**src/sv/lbae_pkg.sv**
```systemverilog
// Package for the LED bar animation engine: payload types, codes and the color wheel.
package lbae_pkg;

  localparam int LBAE_BAR_PIXELS = 16;

  localparam logic [15:0] RAINBOW_INTERVAL_RST = 16'd20;
  localparam logic [15:0] STATUS_INTERVAL_RST  = 16'd100;

  // Opcodes of the input item.
  localparam logic [1:0] OP_TICK   = 2'd0;
  localparam logic [1:0] OP_RAINBOW = 2'd1;
  localparam logic [1:0] OP_DELAY  = 2'd2;
  localparam logic [1:0] OP_STATUS = 2'd3;

  // Register indexes on the configuration port.
  localparam logic REG_RAINBOW_INTERVAL = 1'b0;
  localparam logic REG_STATUS_INTERVAL  = 1'b1;

  typedef struct packed {
    logic [1:0]  opcode;
    logic [15:0] duration_ms;
    logic        bar_active;
    logic [7:0]  color_start;
    logic [7:0]  color_step;
  } in_item_t;

  typedef struct packed {
    logic [5:0]  pixel_index;
    logic [23:0] pixel_color;
    logic        is_pixel_write;
    logic        rainbow_done;
    logic        last;
  } out_item_t;

  typedef enum logic [1:0] {
    EK_RAIN  = 2'd0,
    EK_GRAD  = 2'd1,
    EK_BLACK = 2'd2,
    EK_DONE  = 2'd3
  } emit_kind_t;

  typedef struct packed {
    logic       accept;
    logic       load;
    emit_kind_t kind;
    logic       emit;
    logic       div_step;
  } lbae_cmd_t;

  typedef struct packed {
    logic [1:0] op;
    logic       act;
    logic       delay_running;
    logic       rainbow_running;
    logic       rain_fire_tick;
    logic       rain_fire_now;
    logic       at_limit;
    logic       grad_fire_tick;
    logic       grad_fire_set;
    logic       status_changed;
    logic       div_done;
    logic       emit_done;
  } lbae_status_t;

  typedef struct packed {
    logic        wr_en;
    logic        wr_idx;
    logic [15:0] wr_data;
  } lbae_cfg_wr_t;

  function automatic logic [23:0] wheel(input logic [7:0] pos);
    logic [7:0] q;
    logic [7:0] r;
    logic [9:0] r3;
    logic [23:0] res;
    q = ~pos;
    if (q < 8'd85) begin
      r = q;
    end else if (q < 8'd170) begin
      r = q - 8'd85;
    end else begin
      r = q - 8'd170;
    end
    r3 = {2'b00, r} + {1'b0, r, 1'b0};
    if (q < 8'd85) begin
      res = {8'(10'd255 - r3), 8'd0, r3[7:0]};
    end else if (q < 8'd170) begin
      res = {8'd0, r3[7:0], 8'(10'd255 - r3)};
    end else begin
      res = {r3[7:0], 8'(10'd255 - r3), 8'd0};
    end
    return res;
  endfunction

endpackage

```
**src/sv/lbae_ctrl.sv**
```systemverilog
// Controller state machine of the LED bar animation engine.
module lbae_ctrl
  import lbae_pkg::*;
(
  input  logic         clk,
  input  logic         rst_n,
  input  logic         in_valid,
  output logic         in_ready,
  input  lbae_status_t sts,
  output lbae_cmd_t    cmd
);

  typedef enum logic [3:0] {
    ST_IDLE  = 4'b0001,
    ST_DIV   = 4'b0010,
    ST_CHECK = 4'b0100,
    ST_EMIT  = 4'b1000
  } state_t;

  state_t     state_r, state_nxt;
  emit_kind_t kind_r, kind_nxt;
  logic       load;

  always_comb begin
    state_nxt = state_r;
    kind_nxt  = kind_r;
    load      = 1'b0;
    case (state_r)
      ST_IDLE: begin
        if (in_valid) begin
          case (sts.op)
            OP_TICK: begin
              if (!sts.delay_running) begin
                if (sts.rainbow_running) begin
                  if (sts.rain_fire_tick) begin
                    load     = 1'b1;
                    kind_nxt = sts.at_limit ? EK_DONE : EK_RAIN;
                  end
                end else if (sts.grad_fire_tick) begin
                  load     = 1'b1;
                  kind_nxt = EK_GRAD;
                end
              end
            end
            OP_RAINBOW: state_nxt = ST_DIV;
            OP_STATUS: begin
              if (sts.status_changed) begin
                if (!sts.act) begin
                  load     = 1'b1;
                  kind_nxt = EK_BLACK;
                end else if (sts.grad_fire_set) begin
                  load     = 1'b1;
                  kind_nxt = EK_GRAD;
                end
              end
            end
            default: ;
          endcase
        end
      end
      ST_DIV: begin
        if (sts.div_done) state_nxt = ST_CHECK;
      end
      ST_CHECK: begin
        state_nxt = ST_IDLE;
        if (sts.rain_fire_now) begin
          load     = 1'b1;
          kind_nxt = sts.at_limit ? EK_DONE : EK_RAIN;
        end
      end
      ST_EMIT: begin
        if (sts.emit_done) state_nxt = ST_IDLE;
      end
      default: state_nxt = ST_IDLE;
    endcase
    if (load) state_nxt = ST_EMIT;
  end

  always_ff @(posedge clk) begin
    if (!rst_n) begin
      state_r <= ST_IDLE;
      kind_r  <= EK_RAIN;
    end else begin
      state_r <= state_nxt;
      kind_r  <= kind_nxt;
    end
  end

  assign in_ready     = (state_r == ST_IDLE);
  assign cmd.accept   = (state_r == ST_IDLE) && in_valid;
  assign cmd.load     = load;
  assign cmd.kind     = load ? kind_nxt : kind_r;
  assign cmd.emit     = (state_r == ST_EMIT);
  assign cmd.div_step = (state_r == ST_DIV);

endmodule

```
**src/sv/lbae_datapath.sv**
```systemverilog
// Datapath of the LED bar animation engine: animation state, divider and beat generator.
module lbae_datapath
  import lbae_pkg::*;
#(
  parameter int BAR_PIXELS = LBAE_BAR_PIXELS
) (
  input  logic         clk,
  input  logic         rst_n,
  input  in_item_t     in_data,
  input  lbae_cfg_wr_t cfg_wr,
  output logic [15:0]  rainbow_interval,
  output logic [15:0]  status_interval,
  input  lbae_cmd_t    cmd,
  output lbae_status_t sts,
  input  logic         out_ready,
  output logic         out_valid,
  output out_item_t    out_data
);

  localparam logic [6:0] NPIX      = 7'(BAR_PIXELS);
  localparam logic [6:0] NPIX_M1   = 7'(BAR_PIXELS - 1);
  localparam logic [5:0] LAST_ALL  = 6'(BAR_PIXELS - 1);
  localparam logic [5:0] LAST_GRAD = 6'(2 * (BAR_PIXELS / 2) - 1);
  localparam logic [7:0] Q_INC     = 8'(256 / BAR_PIXELS);
  localparam logic [6:0] R_INC     = 7'(256 % BAR_PIXELS);

  logic [15:0] rb_int_r, rb_int_nxt, st_int_r, st_int_nxt;
  logic        rb_run_r, rb_run_nxt, dl_run_r, dl_run_nxt;
  logic [15:0] rb_el_r, rb_el_nxt, st_el_r, st_el_nxt, dl_el_r, dl_el_nxt;
  logic [15:0] dl_lim_r, dl_lim_nxt, rot_cnt_r, rot_cnt_nxt, rot_lim_r, rot_lim_nxt;
  logic [5:0]  bar_off_r, bar_off_nxt;
  logic        st_en_r, st_en_nxt;
  logic [7:0]  g_start_r, g_start_nxt, g_step_r, g_step_nxt;

  logic [15:0] div_rem_r, div_rem_nxt, div_quo_r, div_quo_nxt;
  logic [3:0]  div_cnt_r, div_cnt_nxt;
  logic [16:0] div_shift;

  logic [5:0]  beat_r, beat_nxt;
  logic [7:0]  rot_base_r, rot_base_nxt;
  logic [7:0]  q_acc_r, q_acc_nxt, g_acc_r, g_acc_nxt;
  logic [6:0]  r_acc_r, r_acc_nxt, r_sum;
  logic [6:0]  offs_r, offs_nxt, offs_adv;
  logic        out_valid_r, out_valid_nxt;
  out_item_t   out_data_r, out_data_nxt;

  logic [15:0] rb_el_inc, st_el_inc, dl_el_inc;
  logic        changed, fire, last_beat;
  logic [4:0]  pair;
  logic [6:0]  sum0, sum1, idx0, idx1;
  out_item_t   beat;

  function automatic logic [15:0] sat_inc(input logic [15:0] v);
    return (v == 16'hFFFF) ? v : v + 16'd1;
  endfunction

  assign rb_el_inc = sat_inc(rb_el_r);
  assign st_el_inc = sat_inc(st_el_r);
  assign dl_el_inc = sat_inc(dl_el_r);
  assign changed   = (in_data.bar_active != st_en_r) || (in_data.color_start != g_start_r)
                     || (in_data.color_step != g_step_r);

  assign div_shift = {div_rem_r, div_quo_r[15]};

  // Gradient pixel indexes: both sums stay below twice the bar length.
  assign pair = beat_r[5:1];
  assign sum0 = {2'b00, pair} + offs_r;
  assign sum1 = NPIX_M1 - {2'b00, pair} + offs_r;
  assign idx0 = (sum0 >= NPIX) ? sum0 - NPIX : sum0;
  assign idx1 = (sum1 >= NPIX) ? sum1 - NPIX : sum1;

  assign fire = cmd.emit && (!out_valid_r || out_ready);

  always_comb begin
    case (cmd.kind)
      EK_DONE:  last_beat = 1'b1;
      EK_GRAD:  last_beat = (beat_r == LAST_GRAD);
      default:  last_beat = (beat_r == LAST_ALL);
    endcase
  end

  always_comb begin
    beat                = '0;
    beat.last           = last_beat;
    beat.is_pixel_write = 1'b1;
    case (cmd.kind)
      EK_RAIN: begin
        beat.pixel_index = beat_r;
        beat.pixel_color = wheel(q_acc_r + rot_base_r);
      end
      EK_GRAD: begin
        beat.pixel_index = beat_r[0] ? idx1[5:0] : idx0[5:0];
        beat.pixel_color = wheel(g_acc_r);
      end
      EK_BLACK: beat.pixel_index = beat_r;
      default: begin
        beat.is_pixel_write = 1'b0;
        beat.rainbow_done   = 1'b1;
      end
    endcase
  end

  always_comb begin
    rb_int_nxt  = rb_int_r;
    st_int_nxt  = st_int_r;
    rb_run_nxt  = rb_run_r;
    dl_run_nxt  = dl_run_r;
    rb_el_nxt   = rb_el_r;
    st_el_nxt   = st_el_r;
    dl_el_nxt   = dl_el_r;
    dl_lim_nxt  = dl_lim_r;
    rot_cnt_nxt = rot_cnt_r;
    rot_lim_nxt = rot_lim_r;
    bar_off_nxt = bar_off_r;
    st_en_nxt   = st_en_r;
    g_start_nxt = g_start_r;
    g_step_nxt  = g_step_r;
    div_rem_nxt = div_rem_r;
    div_quo_nxt = div_quo_r;
    div_cnt_nxt = div_cnt_r;
    beat_nxt    = beat_r;
    rot_base_nxt = rot_base_r;
    q_acc_nxt   = q_acc_r;
    r_acc_nxt   = r_acc_r;
    g_acc_nxt   = g_acc_r;
    offs_nxt    = offs_r;
    out_valid_nxt = out_valid_r;
    out_data_nxt  = out_data_r;
    offs_adv    = {1'b0, bar_off_r} + 7'd1;
    r_sum       = r_acc_r + R_INC;

    if (cfg_wr.wr_en) begin
      if (cfg_wr.wr_idx == REG_RAINBOW_INTERVAL) rb_int_nxt = cfg_wr.wr_data;
      else st_int_nxt = cfg_wr.wr_data;
    end

    if (cmd.accept) begin
      case (in_data.opcode)
        OP_TICK: begin
          rb_el_nxt = rb_el_inc;
          st_el_nxt = st_el_inc;
          dl_el_nxt = dl_el_inc;
          if (dl_run_r && (dl_el_inc > dl_lim_r)) dl_run_nxt = 1'b0;
        end
        OP_RAINBOW: begin
          rot_cnt_nxt = '0;
          rb_run_nxt  = 1'b1;
          div_rem_nxt = '0;
          div_quo_nxt = in_data.duration_ms;
          div_cnt_nxt = '0;
        end
        OP_DELAY: begin
          dl_run_nxt = 1'b1;
          dl_el_nxt  = '0;
          dl_lim_nxt = in_data.duration_ms;
        end
        default: begin
          if (changed) begin
            st_en_nxt   = in_data.bar_active;
            g_start_nxt = in_data.color_start;
            g_step_nxt  = in_data.color_step;
          end
        end
      endcase
    end

    // Restoring division, one quotient bit a cycle; a zero divisor gives all ones.
    if (cmd.div_step) begin
      div_cnt_nxt = div_cnt_r + 4'd1;
      if (div_shift >= {1'b0, rb_int_r}) begin
        div_rem_nxt = 16'(div_shift - {1'b0, rb_int_r});
        div_quo_nxt = {div_quo_r[14:0], 1'b1};
      end else begin
        div_rem_nxt = div_shift[15:0];
        div_quo_nxt = {div_quo_r[14:0], 1'b0};
      end
      if (div_cnt_r == 4'd15) rot_lim_nxt = div_quo_nxt;
    end

    if (cmd.load) begin
      beat_nxt = '0;
      case (cmd.kind)
        EK_RAIN: begin
          rb_el_nxt    = '0;
          rot_base_nxt = rot_cnt_r[7:0];
          rot_cnt_nxt  = rot_cnt_r + 16'd1;
          q_acc_nxt    = '0;
          r_acc_nxt    = '0;
        end
        EK_DONE: begin
          rb_el_nxt  = '0;
          rb_run_nxt = 1'b0;
        end
        EK_GRAD: begin
          st_el_nxt   = '0;
          offs_nxt    = offs_adv;
          bar_off_nxt = (offs_adv >= NPIX) ? 6'd0 : offs_adv[5:0];
          g_acc_nxt   = (cmd.accept && in_data.opcode == OP_STATUS) ? in_data.color_start
                                                                   : g_start_r;
        end
        default: ;
      endcase
    end

    if (fire) begin
      out_valid_nxt = 1'b1;
      out_data_nxt  = beat;
      beat_nxt      = beat_r + 6'd1;
      if (r_sum >= NPIX) begin
        r_acc_nxt = r_sum - NPIX;
        q_acc_nxt = q_acc_r + Q_INC + 8'd1;
      end else begin
        r_acc_nxt = r_sum;
        q_acc_nxt = q_acc_r + Q_INC;
      end
      if (beat_r[0]) g_acc_nxt = g_acc_r + g_step_r;
    end else if (out_ready) begin
      out_valid_nxt = 1'b0;
    end
  end

  always_ff @(posedge clk) begin
    if (!rst_n) begin
      rb_int_r    <= RAINBOW_INTERVAL_RST;
      st_int_r    <= STATUS_INTERVAL_RST;
      rb_run_r    <= 1'b0;
      dl_run_r    <= 1'b0;
      rb_el_r     <= '0;
      st_el_r     <= '0;
      dl_el_r     <= '0;
      dl_lim_r    <= '0;
      rot_cnt_r   <= '0;
      rot_lim_r   <= '0;
      bar_off_r   <= '0;
      st_en_r     <= 1'b0;
      g_start_r   <= '0;
      g_step_r    <= '0;
      div_cnt_r   <= '0;
      beat_r      <= '0;
      out_valid_r <= 1'b0;
    end else begin
      rb_int_r    <= rb_int_nxt;
      st_int_r    <= st_int_nxt;
      rb_run_r    <= rb_run_nxt;
      dl_run_r    <= dl_run_nxt;
      rb_el_r     <= rb_el_nxt;
      st_el_r     <= st_el_nxt;
      dl_el_r     <= dl_el_nxt;
      dl_lim_r    <= dl_lim_nxt;
      rot_cnt_r   <= rot_cnt_nxt;
      rot_lim_r   <= rot_lim_nxt;
      bar_off_r   <= bar_off_nxt;
      st_en_r     <= st_en_nxt;
      g_start_r   <= g_start_nxt;
      g_step_r    <= g_step_nxt;
      div_cnt_r   <= div_cnt_nxt;
      beat_r      <= beat_nxt;
      out_valid_r <= out_valid_nxt;
    end
  end

  always_ff @(posedge clk) begin
    div_rem_r  <= div_rem_nxt;
    div_quo_r  <= div_quo_nxt;
    rot_base_r <= rot_base_nxt;
    q_acc_r    <= q_acc_nxt;
    r_acc_r    <= r_acc_nxt;
    g_acc_r    <= g_acc_nxt;
    offs_r     <= offs_nxt;
    out_data_r <= out_data_nxt;
  end

  assign sts.op              = in_data.opcode;
  assign sts.act             = in_data.bar_active;
  assign sts.delay_running   = dl_run_r;
  assign sts.rainbow_running = rb_run_r;
  assign sts.rain_fire_tick  = rb_el_inc > rb_int_r;
  assign sts.rain_fire_now   = rb_el_r > rb_int_r;
  assign sts.at_limit        = rot_cnt_r == rot_lim_r;
  assign sts.grad_fire_tick  = st_en_r && (st_el_inc > st_int_r);
  assign sts.grad_fire_set   = in_data.bar_active && (st_el_r > st_int_r);
  assign sts.status_changed  = changed;
  assign sts.div_done        = cmd.div_step && (div_cnt_r == 4'd15);
  assign sts.emit_done       = fire && last_beat;

  assign rainbow_interval = rb_int_r;
  assign status_interval  = st_int_r;
  assign out_valid        = out_valid_r;
  assign out_data         = out_data_r;

endmodule

```
**src/sv/led_bar_animation_engine_core.sv**
```systemverilog
// A tick or command without output is handled in the idle state. Pixel updates then give one beat a
// cycle unless out_ready holds the output register, BAR_PIXELS beats (2*floor(BAR_PIXELS/2) for a gradient).
// A start-rainbow command first runs the bit-serial divider and then the step check.
// Items are taken one at a time: a new item is accepted only once the last one is done.
// Reset: synchronous, active-low rst_n clears the control and counter state (not the divider,
// accumulators or output data) and sets the step intervals to 20 and 100 ticks.
module led_bar_animation_engine_core
  import lbae_pkg::*;
#(
  parameter int BAR_PIXELS = LBAE_BAR_PIXELS
) (
  input  logic        clk,
  input  logic        rst_n,
  input  logic        in_valid,
  output logic        in_ready,
  input  in_item_t    in_data,
  output logic        out_valid,
  input  logic        out_ready,
  output out_item_t   out_data,
  input  logic        psel,
  input  logic        penable,
  input  logic        pwrite,
  input  logic [2:0]  paddr,
  input  logic [31:0] pwdata,
  output logic [31:0] prdata,
  output logic        pready
);

  lbae_cmd_t    cmd;
  lbae_status_t sts;
  lbae_cfg_wr_t cfg_wr;
  logic [15:0]  rainbow_interval, status_interval;

  // Registers sit on a four-byte stride; the low address bits are byte offsets.
  assign cfg_wr.wr_en   = psel && penable && pwrite;
  assign cfg_wr.wr_idx  = paddr[2];
  assign cfg_wr.wr_data = pwdata[15:0];
  assign pready         = 1'b1;
  assign prdata         = {16'd0, (paddr[2] == REG_STATUS_INTERVAL) ? status_interval
                                                                    : rainbow_interval};

  lbae_ctrl u_ctrl (
    .clk      (clk),
    .rst_n    (rst_n),
    .in_valid (in_valid),
    .in_ready (in_ready),
    .sts      (sts),
    .cmd      (cmd)
  );

  lbae_datapath #(
    .BAR_PIXELS (BAR_PIXELS)
  ) u_datapath (
    .clk              (clk),
    .rst_n            (rst_n),
    .in_data          (in_data),
    .cfg_wr           (cfg_wr),
    .rainbow_interval (rainbow_interval),
    .status_interval  (status_interval),
    .cmd              (cmd),
    .sts              (sts),
    .out_ready        (out_ready),
    .out_valid        (out_valid),
    .out_data         (out_data)
  );

endmodule
```
**config.mk**
```make
export PLATFORM = sky130hd
export DESIGN_NAME = led_bar_animation_engine_core
export DESIGN_NICKNAME = d
export VERILOG_FILES = /design/src/sv/lbae_pkg.sv /design/src/sv/lbae_ctrl.sv /design/src/sv/lbae_datapath.sv /design/src/sv/led_bar_animation_engine_core.sv
export SDC_FILE = /design/constraint.sdc
export NUM_CORES = 1
export LEC_CHECK = 0
export ABC_AREA = 1
export BUFFER_PORTS_ARGS = -buffer_cell sky130_fd_sc_hd__buf_2
export CAP_MARGIN = 20
export CORE_MARGIN = 2
export CORE_UTILIZATION = 45
export DETAILED_ROUTE_END_ITERATION = 8
export PLACE_DENSITY = 0.76
export SLEW_MARGIN = 20
export SYNTH_ARGS = -nofsm -noshare
export SYNTH_HDL_FRONTEND = slang
export SYNTH_SLANG_ARGS = --single-unit
```
**constraint.sdc**
```tcl
create_clock -name clk -period 4.5 [get_ports clk]
set_clock_uncertainty 0.1 [all_clocks]
set_input_delay 0.9 -clock clk [delete_from_list [all_inputs] [get_ports clk]]
set_output_delay 0.9 -clock clk [all_outputs]
set_load 0.02 [all_outputs]
```
# Word-level counts from Yosys, hierarchy flattened
# Index checks and enable logic that the tools add are counted.
# totals
regBits	273
latch_bits	0
ram_bits	0
rom_bits	0
in_bits	77
output_inout_bits	68
elab_cells	246
memories	0
# op_classes
addsub	26
n_mul	0
div	0
magnitude_cmp	14
eq_ne	29
shifts	0
mux	99
bitwise_logic	5
n_reduce_logical	41
# op_table
operator	n
two-way mux 16 bit	23
two-way mux 8 bit	15
two-way mux 24 bit	4
greater-than comparator 16 bit	5
adder 16 x 1 -> 16 bit (second input constant)	4
== test 16 bit (second input constant)	3
case mux 24 bit (2 select lines)	1
two-way mux 6 bit	6
adder 8 bit	4
two-way mux 4 bit	8
case mux 16 bit (2 select lines)	1
greater-or-equal comparator 7 x 5 -> 1 bit (second input constant)	4
two-way mux 7 bit	4
two-way mux 2 bit	12
two-way mux 1 bit	18
AND reduction 2 bit	9
greater-or-equal comparator 17 x 16 -> 1 bit	1
== test 16 bit	1
less-than comparator 8 x 7 -> 1 bit (second input constant)	2
less-than comparator 8 bit (second input constant)	2
!= test 8 bit	2
inverter 8 bit	2
subtractor 16 bit	1
subtractor 8 x 7 -> 8 bit (second input constant)	2
38 further kinds	80

# Logic depth before layout (Yosys ltp)
# logic_depth
word_depth	18
depth_mapped	38
mapped_depth_nobuf	38

# Cells and area by module
# From an unflattened synthesis, not the netlist that was laid out.
# hier_totals
cells_unflattened	2444
area_unflattened_um2	18447.7
# by_module_without_submodules
mod	n_inst	cells_each	area_per_inst_um2	seq_area_each_um2
lbae_datapath	1	2259	17385.4	6175.9
lbae_ctrl	1	111	671.9	120.1
led_bar_animation_engine_core	1	74	390.4	0.0

# Least setup slack after synthesis
# No wires, ideal clock.
# synth_timing
kind	register to register
from	register u_datapath.q_acc_r[0]
to	register u_datapath.out_data_r, in the netlist u_datapath.out_data[25] (data pin)
setup_time_ps	259
arrival_ps	4303
required_time_ps	4141
path_slack_ps	-162
stages_incl_launch_ff	25
path_buffers	1
period_less_slack_ps	4662
cell_sequence	edfxtp_1 -> ha_1 -> fa_1 -> ha_1 -> or2_1 -> nand2_1 -> nand2_1 -> nand2_2 -> inv_2 -> o21ai_4 -> inv_2 -> buf_6 -> a221oi_2 -> ha_1 -> a21o_1 -> a31oi_1 -> inv_1 -> a21oi_1 -> o21bai_1 -> xor2_1 -> inv_1 -> ha_1 -> nand2_1 -> a21oi_1 -> or2_1
# synth_between
elab_chain_len	10
word_cells_on_any_way	14
classes_between	add/sub: 5; order compare: 2; mux: 6; bitwise: 1
# synth_lines
item	line_no	rtl
start, declared	lbae_datapath.sv:41	logic [7:0] q_acc_r, q_acc_nxt, g_acc_r, g_acc_nxt;
start signal, assigned	lbae_datapath.sv:266	q_acc_r <= q_acc_nxt;
adder 8 bit (*)	lbae_datapath.sv:89	beat.pixel_color = wheel(q_acc_r + rot_base_r);
inverter 8 bit (*)	lbae_pkg.sv:76	q = ~pos;
subtractor 8 bit, or another cell as far along	lbae_pkg.sv:82	r = q - 8'd170;
two-way mux 8 bit	lbae_pkg.sv:79	end else if (q < 8'd170) begin
two-way mux 8 bit	lbae_pkg.sv:77	if (q < 8'd85) begin
two-way mux 8 bit	lbae_datapath.sv:86	case (cmd.kind)
adder 8 bit	lbae_pkg.sv:84	r3 = {2'b00, r} + {1'b0, r, 1'b0};
subtractor 8 bit / two-way mux 24 bit (equally long branches)	lbae_pkg.sv:86, lbae_pkg.sv:87	
two-way mux 24 bit (*)	lbae_pkg.sv:85	if (q < 8'd85) begin
case mux 24 bit (2 select lines) (*)	lbae_datapath.sv:86	
end signal, assigned	lbae_datapath.sv:270	out_data_r <= out_data_nxt;
end, declared	lbae_datapath.sv:45	out_item_t out_data_r, out_data_nxt;
# Every way passes the cells marked *; elsewhere a longest branch is shown, timed or not. The select of a mux whose other input is x is not followed.
# A chain may end at the register's enable or synchronous reset.

# Worst setup path in the final report
# layout_timing
from	register u_datapath.rot_base_r[0]
to	register u_datapath.out_data_r, in the netlist u_datapath.out_data[26] (data pin)
# layout_between
elab_chain_len	10
word_cells_on_any_way	14
classes_between	add/sub: 5; order compare: 2; mux: 6; bitwise: 1
# layout_lines
item	line_no	rtl
start, declared	lbae_datapath.sv:40	logic [7:0] rot_base_r, rot_base_nxt;
start signal, assigned	lbae_datapath.sv:265	rot_base_r <= rot_base_nxt;
adder 8 bit (*)	lbae_datapath.sv:89	
inverter 8 bit (*)	lbae_pkg.sv:76	
subtractor 8 bit, or another cell as far along	lbae_pkg.sv:82	
two-way mux 8 bit	lbae_pkg.sv:79	
two-way mux 8 bit	lbae_pkg.sv:77	
two-way mux 8 bit	lbae_datapath.sv:86	
adder 8 bit	lbae_pkg.sv:84	
subtractor 8 bit / two-way mux 24 bit (equally long branches)	lbae_pkg.sv:86, lbae_pkg.sv:87	
two-way mux 24 bit (*)	lbae_pkg.sv:85	
case mux 24 bit (2 select lines) (*)	lbae_datapath.sv:86	
# Marks and branches as above.

==> results.py <==
metrics = {
    "sta": {
        "finalSetupTns_ns": -0.2711,
        "worst_pin_slew_ns": 0.9966,
        "fin_crit_sh_pct": 101.6,
        "post-route-min-period_ns": 4.570,
        "setup_slack_ns": -0.07049,
        "rsz0062_at_grt": "true",
        "hold_viol_final": 0,
        "drv_slew": 0,
        "fmax_mhz": 218.8,
        "relSlewSlack_pct": 33.31,
        "finalSetupViolCount": 7,
    },
    "drt": {
        "ant_nets": 0,
        "via_count": 17720,
        "drc": 0,
        "dr.pass1.iters": 5,
        "drtIter0Drc": 1401,
        "viasPerCell": 5.373,
        "wirelength_mm": 50.43,
        "avgRoutedWirePerCell_um": 15.29,
    },
    "setup_path": {
        "critPathMaxFanout": 4,
        "critPathSlowestCell": "fa_2",
        "arrival_ns": 4.80,
        "crit_path_start_kind": "register",
        "cp_slowest_stage_delay_ns": 0.47,
        "crit_path_end_kind": "register",
        "crit_path_frequent_cell": "nand2_1",
        "critical_path_class": "register to register",
        "worstPathRequired_ns": 4.73,
    },
    "yosys": {
        "ys_top_cells_by_count": "520 x nand2_1, 294 x inv_1, 271 x a21oi_1, 207 x o21ai_0, 197 x nor2_1",
        "yosysWarnings": 0,
        "ys.flop_type": "dfxtp_1",
        "seq_area_frac_synth_pct": 34.00,
        "ys_types": 67,
        "async_flop_share_pct": 0,
        "yosys_register_bits": 269,
        "synth_top_area_cell": "dfxtp_1",
        "synth_edf_count": 91,
        "netlist_area_um2": 18520,
        "synth_top_area_share_pct": 19.24,
        "syn-instance-count": 2491,
        "synth_area_leaders": "dfxtp_1 19%, edfxtp_1 15%, ha_1 13%",
        "syn_avg_cell_area_um2": 7.435,
        "synth.most_common_cell": "nand2_1",
    },
    "cts": {
        "cts_max_path_buffers": 3,
        "ctsHoldBuffers": 0,
        "path_clk_slew_ns": 0.06,
        "cts_buffers": 31,
        "cts_tree": "built",
        "cts_root_buffer": "clkbuf_16",
        "insertion_delay_ns": 0.58,
        "clock-sinks": 269,
        "h-tree-depth": 1,
    },
    "layout": {
        "drive_gt1_share_pct": 20.67,
        "fin_nets": 3013,
        "area_growth_pct": 23.32,
    },
    "flow_run": {
        "maxCapViolCount": 0,
    },
    "die": {
        "initial_core_util_pct": 45.46,
        "dieArea_um2": 42800,
        "fp.coreArea_um2": 40740,
        "die_h_um": 206.9,
        "fp-row-count": 74,
        "fp.dieW_um": 206.9,
        "io_pins": 145,
    },
    "power": {
        "ir_drop_v": 0.0002941,
        "combPwrFrac_pct": 36.9,
        "p_sw_mw": 2.979,
        "pwr-share-seq_pct": 32.7,
        "powerDensity_nw_per_um2": 363.7,
        "clockPowerShare_pct": 30.4,
        "p_int_mw": 5.328,
        "p_sw_share_pct": 35.86,
        "leakage_nw": 10.01,
    },
    "placed_design": {
        "dp_slack_ns": -0.3780,
        "place_congestion": 0.8905,
        "io_buffers": 109,
        "hpwlAfterDp_mm": 35.29,
    },
    "global_routing": {
        "grt_pass1_vias": 16320,
        "grt_antenna_before_repair": 3,
        "overflow": 0,
        "track_usage_pct": 21.93,
        "grt_max_degree": 56,
        "grt_pass1_wl_mm": 77.43,
    },
    "min_path": {
        "min_path_type": "register to register",
    },
    "outcome": {
        "violations": "negative setup slack",
        "outcome": "complete, but fails checks",
    },
}
==> power groups by stage <==
stage | Combinational, mW | Sequential (mW) | Clock, mW
final | 3.06 | 2.72 | 2.52
after floorplan | 1.89 | 2.75 | 0
after global placement | 2.44 | 2.76 | 0
after CTS | 2.68 | 2.71 | 2.57
after global routing | 3.40 | 2.73 | 2.67
after detailed placement | 2.59 | 2.76 | 0
==> worst paths after layout <==
check	startpoint	endpoint	slack, ns	cells past startpoint
min reg2reg	u_datapath.dl_lim_r[11]	u_datapath.dl_lim_r[11]	0.37	2
min	u_datapath.dl_lim_r[11]	u_datapath.dl_lim_r[11]	0.37	2
max reg2reg	u_datapath.rot_base_r[0]	u_datapath.out_data[26]	-0.07	29
max	u_datapath.rot_base_r[0]	u_datapath.out_data[26]	-0.07	29
==> critical path, delay by kind of cell (launching register included) <==
family | cells | cell delay (ns)
adder cells (fa/ha/maj) | 6 | 1.55
AND/OR/NAND/NOR | 16 | 1.39
flip-flops | 1 | 0.42
AO/OA/AOI/OAI | 2 | 0.50
buffers and inverters | 5 | 0.36
==> through the flow <==
step / hold WS, ns / utilization, % / std cells / total power [mW] / instance area [um2]
3_3_place_gp: 0.3509 / 49.92 / 3186 / 5.205 / 20340
6_report: 0.3654 / 56.06 / 3298 / 8.307 / 22840
3_5_place_dp: 0.3556 / 49.92 / 3186 / 5.359 / 20340
2_1_floorplan: 0.3353 / - / 2506 / 4.636 / 18610
5_1_grt: 0.3822 / 56.05 / 3296 / 8.802 / 22830
4_1_cts: 0.3655 / 53.17 / 3259 / 7.959 / 21660
==> cell families after synthesis <==
family | after synthesis | synth area share [%]
and+or+nand+nor | 944 | 21.73
AOI/OAI and AO/OA | 580 | 17.05
buffers and inverters | 408 | 9.141
DFF | 269 | 34.00
adders and majority gates | 198 | 13.66
xor gates and xnor gates | 90 | 4.378
other | 2 | 0.04055
==> registers in the layout, indices dropped and copies added, names as in the netlist, 7 cells and up <==
| name | flops |
|---|---|
| u_datapath.out_data | 33 |
| u_datapath.div_quo_r | 16 |
| u_datapath.div_rem_r | 16 |
| u_datapath.dl_el_r | 16 |
| u_datapath.dl_lim_r | 16 |
| u_datapath.rainbow_interval | 16 |
| u_datapath.rb_el_r | 16 |
| u_datapath.rot_cnt_r | 16 |
| u_datapath.rot_lim_r | 16 |
| u_datapath.st_el_r | 16 |
| u_datapath.status_interval | 16 |
| u_datapath.g_acc_r | 8 |
| u_datapath.g_start_r | 8 |
| u_datapath.g_step_r | 8 |
| u_datapath.q_acc_r | 8 |
| u_datapath.rot_base_r | 8 |
| u_datapath.offs_r | 7 |
==> final cells by class <==
type,count,area (um2)
tap,532,665.6
multi-input combinational,1829,11550
fill,3590,17900
clock buffer,41,854.6
timing repair buffer,288,2062
inverter,319,1237
sequential,269,6311
clock inverter,16,152.6
antenna,4,10.01
==> cells in the final DEF (no fill, tap or decap), drive strengths merged, types with 8 or more instances in the layout <==
cell type,synthesis,layout
nand4,28,28
o21ai,228,228
ha,191,191
nand3,113,113
inv,316,320
conb,2,17
nor4,13,13
a211oi,14,14
a21o,8,8
a21oi,274,274
nor3,37,37
buf,39,286
nand2,534,534
nor2,205,205
o211ai,9,9
o22ai,11,11
edfxtp,91,91
clkbuf,50,43
xnor2,39,39
clkinv,3,12
o21a,9,9
xor2,51,51
dfxtp,178,178
==> layer usage <==
layer	track usage (%)	wire [um]	part of all wire (%)
met1	27.18	20930	42
met2	39.33	24930	49
met3	2.889	2946	5.8
met4	6.991	1620	3.2
met5	0	0	0
==> repair_timing <==
action	4_1_cts	5_1_grt
resized for setup	44	208
pin swaps	30	101
gates cloned	0	3
endpoints found under the hold margin	0	0
setup endpoints to repair	106	124
setup buffers	16	34
(Power assumes the default switching activity.)
